File: src/hw/rtl/assert_macros.svh
// concurrent assertion helpers, clocked on clk with rst_n as disable
`ifndef ASSERT_MACROS_SVH
`define ASSERT_MACROS_SVH

`ifndef NO_ASSERTIONS
`define ASSERT_SAME(lbl, ante, cons, msg) \
    lbl: assert property (@(posedge clk) disable iff (!rst_n) (ante) |-> (cons)) else $error(msg);
`define ASSERT_NEXT(lbl, ante, cons, msg) \
    lbl: assert property (@(posedge clk) disable iff (!rst_n) (ante) |=> (cons)) else $error(msg);
`else
`define ASSERT_SAME(lbl, ante, cons, msg)
`define ASSERT_NEXT(lbl, ante, cons, msg)
`endif

`endif

File: src/hw/rtl/bstu_pkg.sv
package bstu_pkg;

    localparam int SLOT_W     = 10;
    localparam int DOM_W      = 3;
    localparam int ADDR_W     = SLOT_W + DOM_W;
    localparam int DEPTH      = 1 << ADDR_W;
    localparam int Q_W        = 16;
    localparam int IN_W       = 17;
    localparam int K_W        = 12;
    localparam int KQ_W       = K_W + 12;
    localparam int N_W        = 35;
    localparam int SUM_W      = 36;
    localparam int NUM_W      = 52;
    localparam int ENTRY_W    = 2 * Q_W + 1;
    localparam int CNT_W      = 6;
    localparam int WIDE_STEPS   = 35;
    localparam int NARROW_STEPS = 17;
    localparam int CFG_IDX_W  = 3;
    localparam int CFG_DATA_W = 16;

    localparam logic [Q_W-1:0]  CONF_CLAMP = 16'd65470;
    localparam logic [IN_W-1:0] ONE_Q16    = 17'd65536;

    // register indexes of the configuration port
    localparam logic [CFG_IDX_W-1:0] REG_PRIOR      = 3'd0;
    localparam logic [CFG_IDX_W-1:0] REG_K_DEFAULT  = 3'd1;
    localparam logic [CFG_IDX_W-1:0] REG_K_ALGO     = 3'd2;
    localparam logic [CFG_IDX_W-1:0] REG_K_SKILL    = 3'd3;
    localparam logic [CFG_IDX_W-1:0] REG_K_RULE     = 3'd4;
    localparam logic [CFG_IDX_W-1:0] REG_K_HYPO     = 3'd5;
    localparam logic [CFG_IDX_W-1:0] REG_K_PRED     = 3'd6;

    localparam logic [DOM_W-1:0] DOM_ALGO  = 3'd1;
    localparam logic [DOM_W-1:0] DOM_SKILL = 3'd2;
    localparam logic [DOM_W-1:0] DOM_RULE  = 3'd3;
    localparam logic [DOM_W-1:0] DOM_HYPO  = 3'd4;
    localparam logic [DOM_W-1:0] DOM_PRED  = 3'd5;

    typedef struct packed {
        logic             start;
        logic             wide;
        logic [NUM_W-1:0] num;
        logic [SUM_W-1:0] den;
    } div_req_t;

    typedef struct packed {
        logic           done;
        logic [N_W-1:0] quo;
    } div_rsp_t;

endpackage

File: src/hw/rtl/bstu_div.sv
// restoring divider, one quotient bit per cycle
module bstu_div (
    input  logic               clk,
    input  logic               rst_n,
    input  bstu_pkg::div_req_t req,
    output bstu_pkg::div_rsp_t rsp
);

    logic [bstu_pkg::SUM_W-1:0] rem_reg, rem_next;
    logic [bstu_pkg::NUM_W-1:0] sh_reg, sh_next;
    logic [bstu_pkg::SUM_W-1:0] den_reg;
    logic [bstu_pkg::CNT_W-1:0] cnt_reg, cnt_next;
    logic                       run_reg, run_next;
    logic                       done_reg, done_next;
    logic [bstu_pkg::SUM_W:0]   trial;
    logic                       ge;

    always_comb
    begin
        trial = {rem_reg, sh_reg[bstu_pkg::NUM_W-1]};
        ge    = trial >= {1'b0, den_reg};
        rem_next  = rem_reg;
        sh_next   = sh_reg;
        cnt_next  = cnt_reg;
        run_next  = run_reg;
        done_next = 1'b0;
        if (req.start)
        begin
            // upper bits go straight to the remainder, they stay below the divisor
            if (req.wide)
            begin
                rem_next = bstu_pkg::SUM_W'(req.num[bstu_pkg::NUM_W-1:bstu_pkg::WIDE_STEPS]);
                sh_next  = {req.num[bstu_pkg::WIDE_STEPS-1:0],
                            {(bstu_pkg::NUM_W-bstu_pkg::WIDE_STEPS){1'b0}}};
                cnt_next = bstu_pkg::CNT_W'(bstu_pkg::WIDE_STEPS);
            end
            else
            begin
                rem_next = bstu_pkg::SUM_W'(req.num[bstu_pkg::NUM_W-1:bstu_pkg::NARROW_STEPS]);
                sh_next  = {req.num[bstu_pkg::NARROW_STEPS-1:0],
                            {(bstu_pkg::NUM_W-bstu_pkg::NARROW_STEPS){1'b0}}};
                cnt_next = bstu_pkg::CNT_W'(bstu_pkg::NARROW_STEPS);
            end
            run_next = 1'b1;
        end
        else if (run_reg)
        begin
            rem_next = ge ? bstu_pkg::SUM_W'(trial - {1'b0, den_reg})
                          : trial[bstu_pkg::SUM_W-1:0];
            sh_next  = {sh_reg[bstu_pkg::NUM_W-2:0], ge};
            cnt_next = cnt_reg - 1'b1;
            if (cnt_reg == bstu_pkg::CNT_W'(1))
            begin
                run_next  = 1'b0;
                done_next = 1'b1;
            end
        end
    end

    always_ff @(posedge clk or negedge rst_n)
    begin
        if (!rst_n)
        begin
            run_reg  <= 1'b0;
            done_reg <= 1'b0;
            cnt_reg  <= '0;
        end
        else
        begin
            run_reg  <= run_next;
            done_reg <= done_next;
            cnt_reg  <= cnt_next;
        end
    end

    always_ff @(posedge clk)
    begin
        rem_reg <= rem_next;
        sh_reg  <= sh_next;
        if (req.start)
        begin
            den_reg <= req.den;
        end
    end

    assign rsp.done = done_reg;
    assign rsp.quo  = sh_reg[bstu_pkg::N_W-1:0];

endmodule
File: config.mk
export PLATFORM = sky130hd
export DESIGN_NAME = bstu_div
export DESIGN_NICKNAME = d
export VERILOG_FILES = /design/src/hw/rtl/assert_macros.svh /design/src/hw/rtl/bstu_pkg.sv /design/src/hw/rtl/bstu_div.sv
export SDC_FILE = /design/constraint.sdc
export NUM_CORES = 1
export LEC_CHECK = 0
export BUFFER_PORTS_ARGS = -buffer_cell sky130_fd_sc_hd__buf_2
export CAP_MARGIN = 20
export CORE_MARGIN = 5
export CORE_UTILIZATION = 35
export CTS_BUF_LIST = sky130_fd_sc_hd__clkbuf_2 sky130_fd_sc_hd__clkbuf_4 sky130_fd_sc_hd__clkbuf_8
export DETAILED_ROUTE_END_ITERATION = 7
export GPL_TIMING_DRIVEN = 1
export PLACE_DENSITY = 0.5
export REMOVE_ABC_BUFFERS = 1
export SKIP_LAST_GASP = 1
export SYNTH_ARGS = -nofsm -noshare
export SYNTH_HDL_FRONTEND = slang
export SYNTH_SLANG_ARGS = --single-unit
File: constraint.sdc
create_clock -name clk -period 9.6 [get_ports clk]
set_clock_uncertainty 0.2 [all_clocks]
set_input_delay 1.44 -clock clk [delete_from_list [all_inputs] [get_ports clk]]
set_output_delay 1.44 -clock clk [all_outputs]
set_load 0.01 [all_outputs]
# Word-level counts from Yosys, hierarchy flattened
# Index checks and enable logic that the tools add are counted.
# totals
register_bits,132
out_inout_bits,36
inputBits,92
wordCells,27
# op_classes
mux,16
n_reduce_logical,1
order_cmp,1
n_addsub,2
eq_ne,1
# op_table
operator,count
$mux W52,3
$mux W36,3
$ge A37 B36 Y1,1
$sub A36 B36 Y36,1
$mux W35,1
$mux W6,3
$eq A6 B1 Y1 const B,1
$mux W1,6
$sub A6 B1 Y6 const B,1
$reduce_bool A2 Y1,1

# Depth between registers and ports, before layout
# depth
ltp_word,4
ltp_mapped,13
mapped_depth_nobuf,12

# Least setup slack after synthesis
# OpenSTA, ideal clock, no wires.
# synth_path
path_type,input to register
from,input req[89] (netlist name)
to,register rem_reg[0] (netlist name) (enable)
slack_ps,5153
setup_time_ps,442
arrival_time_ps,3806
path_stages,4
cell_sequence,clkbuf_1 buf_1 nor2_1 inv_1
# synth_via
elab_chain_cells,1
# synth_lines
item,line,rtl
from (decl),bstu_div.sv:5,"input bstu_pkg::div_req_t req,"
$reduce_bool A2 Y1 (no line),-,
to (signal assigned),bstu_div.sv:78,rem_reg <= rem_next;
to (decl),bstu_div.sv:9,"logic [bstu_pkg::SUM_W-1:0] rem_reg, rem_next;"
# No other way between the ends.
# A chain may end at the register's enable or synchronous reset.

# Final worst setup path
# layout_path
from,register rem_reg[1] (netlist name)
to,"register rem_reg[23] (netlist name), data pin"
# layout_via
elab_chain_cells,4
elab_cells_between_ends,5
classes_between,add/sub: 1; order compare: 1; mux: 3
# layout_lines
item,line,rtl
$sub A36 B36 Y36 or $ge A37 B36 Y1 (tied branches),"bstu_div.sv:48, bstu_div.sv:21",
$mux W36 *,bstu_div.sv:48,"rem_next = ge ? bstu_pkg::SUM_W'(trial - {1'b0, den_reg})"
$mux W36 *,bstu_div.sv:46,else if (run_reg)
$mux W36 *,bstu_div.sv:27,if (req.start)
"via rem_next, one bit",bstu_div.sv:9,
# The timed path passes the listed nets; every way through them passes the cells marked *. The select of a mux whose other input is x is not followed.

==> run summary <==
status: finished, final reports clean
initial antenna violation count: 1
RePlAce Congestion: 0.891
min Tclk post-route: 3980 ps
most frequent cell after synthesis: edfxtp_1
Reg clk slew, reported paths: 90 ps
Max transition margin: 0.399
CTS tree: built
element type at the critical path end: register
Ys Warns: 0
EDFF count, synth: 124
Nets: 1009
Via density: 5.18
top_reg_cell synth: edfxtp_1
largest cells by area after synthesis: edfxtp_1 45%, ha_1 5.8%, nand2_1 3.8%, a21oi_1 3.8%, buf_4 3.4%
power per cell area: 274 nW/um^2
CTS H-tree depth: 4
worst slew pin tran: 901 ps
die height: 163 um
FF-to-FF Start: rem_reg[1]
cts bufs inserted: 17
largest net degree at the start of global routing: 59
GRT Total Usage: 0.171
critical path required time: 9600 ps
CP Launch Type: register
diodes inserted: 0
Final TNS setup: 0 ps
synth-to-layout area growth: 12.8%
CP Class: reg -> reg
final non-filler cell total: 1210
final hold violation count: 0
Mapped Cells: 812
drt wl/cell: 18.7 um
max frequency: 251 MHz
Post-CTS Setup Inserts: 0
final period utilization: 0.414
worst-path cell chain: ha_1 > a21oi_1 > a21oi_1 > o21ai_1 > nand3_1 > a31o_2 > a221oi_2 > buf_4 > nor3_1 > a211o_1
Reg2Reg Setup Slack: 5620 ps
Cell Area, Synth: 8200 sq um
top cells by count, synth: 124 x edfxtp_1, 83 x nand2_1, 62 x a21oi_1, 50 x inv_1, 47 x nor2_1
Critical Path Most Common Cell: a21oi_1
Skew-Pair Late Insertion Delay: 460 ps
CP Launch Point: rem_reg[1]
CORE AREA: 23300 sq um
DR DRC count: 0
Avg Inst Size Synth: 10.1 sq um
Final setup viols: 0
cell family contributing the most delay on the critical path: compound AO/OA/AOI/OAI gates
top cell type's share of synthesized area: 0.454
post-CTS sizing: 0
CTS Hold Bufs: 0
post-synth cell types: 64
First-pass DRT Iterations: 7
Post-Route WL: 22600 um
max reg flops: 52
Pleak: 0.00399 uW
Die Footprint: 26600 sq um
# rows: 56
critical path peak fanout: 22
Peak supply drop: 0.107 mV
leading area contributor after synthesis: edfxtp_1
Max Cap Viol: 0
antenna-violating nets left: 0
fin util: 0.398
number of DRC markers in iteration 0: 438
clock sink total: 132
critical path arrival: 3980 ps
critical path's slowest cell: a221oi_2
Worst path max stage delay: 700 ps
Die Wd: 163 um
Initial Util: 0.353
Tot Pwr: 2530 uW
cell total after placement: 1178
Seq cells post-synth: 132
clock tree buffer depth: 2
Hold/Removal Path Class: reg -> reg
# IOs: 128
gr ovfl total: 0
vias in the first global route: 6302
RSZ-0062 raised after global routing: false
ys async rst share: 0.0606
first-pass GRT wire length: 35300 um
Hold WS: 374 ps
Post-DP HPWL: 16400 um
Buf/Inv on CP: 1
register area share after synthesis: 0.478
HP Start: sh_reg[3]
Vias: 6272
Pins Over Slew Limit: 0
root buffer cell: clkbuf_8
I/O Buffers: 127
layout cells sized above 1: 0.203
[layout make-up]
class                   instances  area (sq um)
clock buffers                  18           248
repair buffers                134           691
fillers                      2372         14000
inverters                      50           189
clock inverters                14           186
flip-flops and latches        132          3920
multi-input cells             543          3610
well taps                     319           399
[worst register-to-register path: cells and delay by family, from the launching register on]
family | cells | cell delay (ps)
buf+inv | 1 | 410
flops | 1 | 410
simple gates | 2 | 290
compound gates | 6 | 2020
fa+ha+maj | 1 | 390
[cells in the final DEF, fill, tap and decap left out, drive strengths merged, types with 13 or more instances in the layout]
cell type,n
o21ai,30
mux2i,26
ha,38
nand2,83
nor2b,34
a31oi,16
nand3,13
xnor2,21
a22o,19
inv,56
nand4,15
clkbuf,18
a21o,16
a211oi,19
nor2,47
edfxtp,124
a21oi,63
buf,134
[per-stage QoR]
step / setup WS, ps / area, sq um
floorplan: 5760 / 7720
global placement: 5610 / 8810
detailed placement: 5640 / 8810
CTS: 5590 / 9250
global route: 5350 / 9250
finish: 5620 / 9250
[per-layer routing]
metal / up-vias / share of wire / track usage
li1: 3070 / - / -
met1: 3028 / 0.47 / 0.234
met2: 144 / 0.46 / 0.272
met3: 28 / 0.048 / 0.0358
met4: 2 / 0.022 / 0.0545
met5: - / 0.00080 / 0
[path summary, 6_finish.rpt]
kind,end,cells past startpoint
max reg2reg,rem_reg[23],10
min in group asynchronous,cnt_reg[0],1
max in group asynchronous,cnt_reg[5],1
max,rem_reg[23],10
min reg2reg,sh_reg[4],1
min,sh_reg[4],1
[report_power, final]
group / total [uW] / internal, uW / switching (uW)
registers: 849 / 781 / 68.3
clock network: 525 / 271 / 253
logic: 1160 / 461 / 700
total: 2530 / 1510 / 1020
[cell families after synthesis]
logic type / Yosys count / synth area share
AND/OR/NAND/NOR: 236 / 0.140
AO/OA/AOI/OAI: 210 / 0.174
buffers and inverters: 137 / 0.0812
flip-flops: 132 / 0.478
adder cells (fa/ha/maj): 39 / 0.0604
XOR/XNOR: 32 / 0.0342
multiplexers: 26 / 0.0317
No activity file was read; power rests on OpenSTA's default activity.
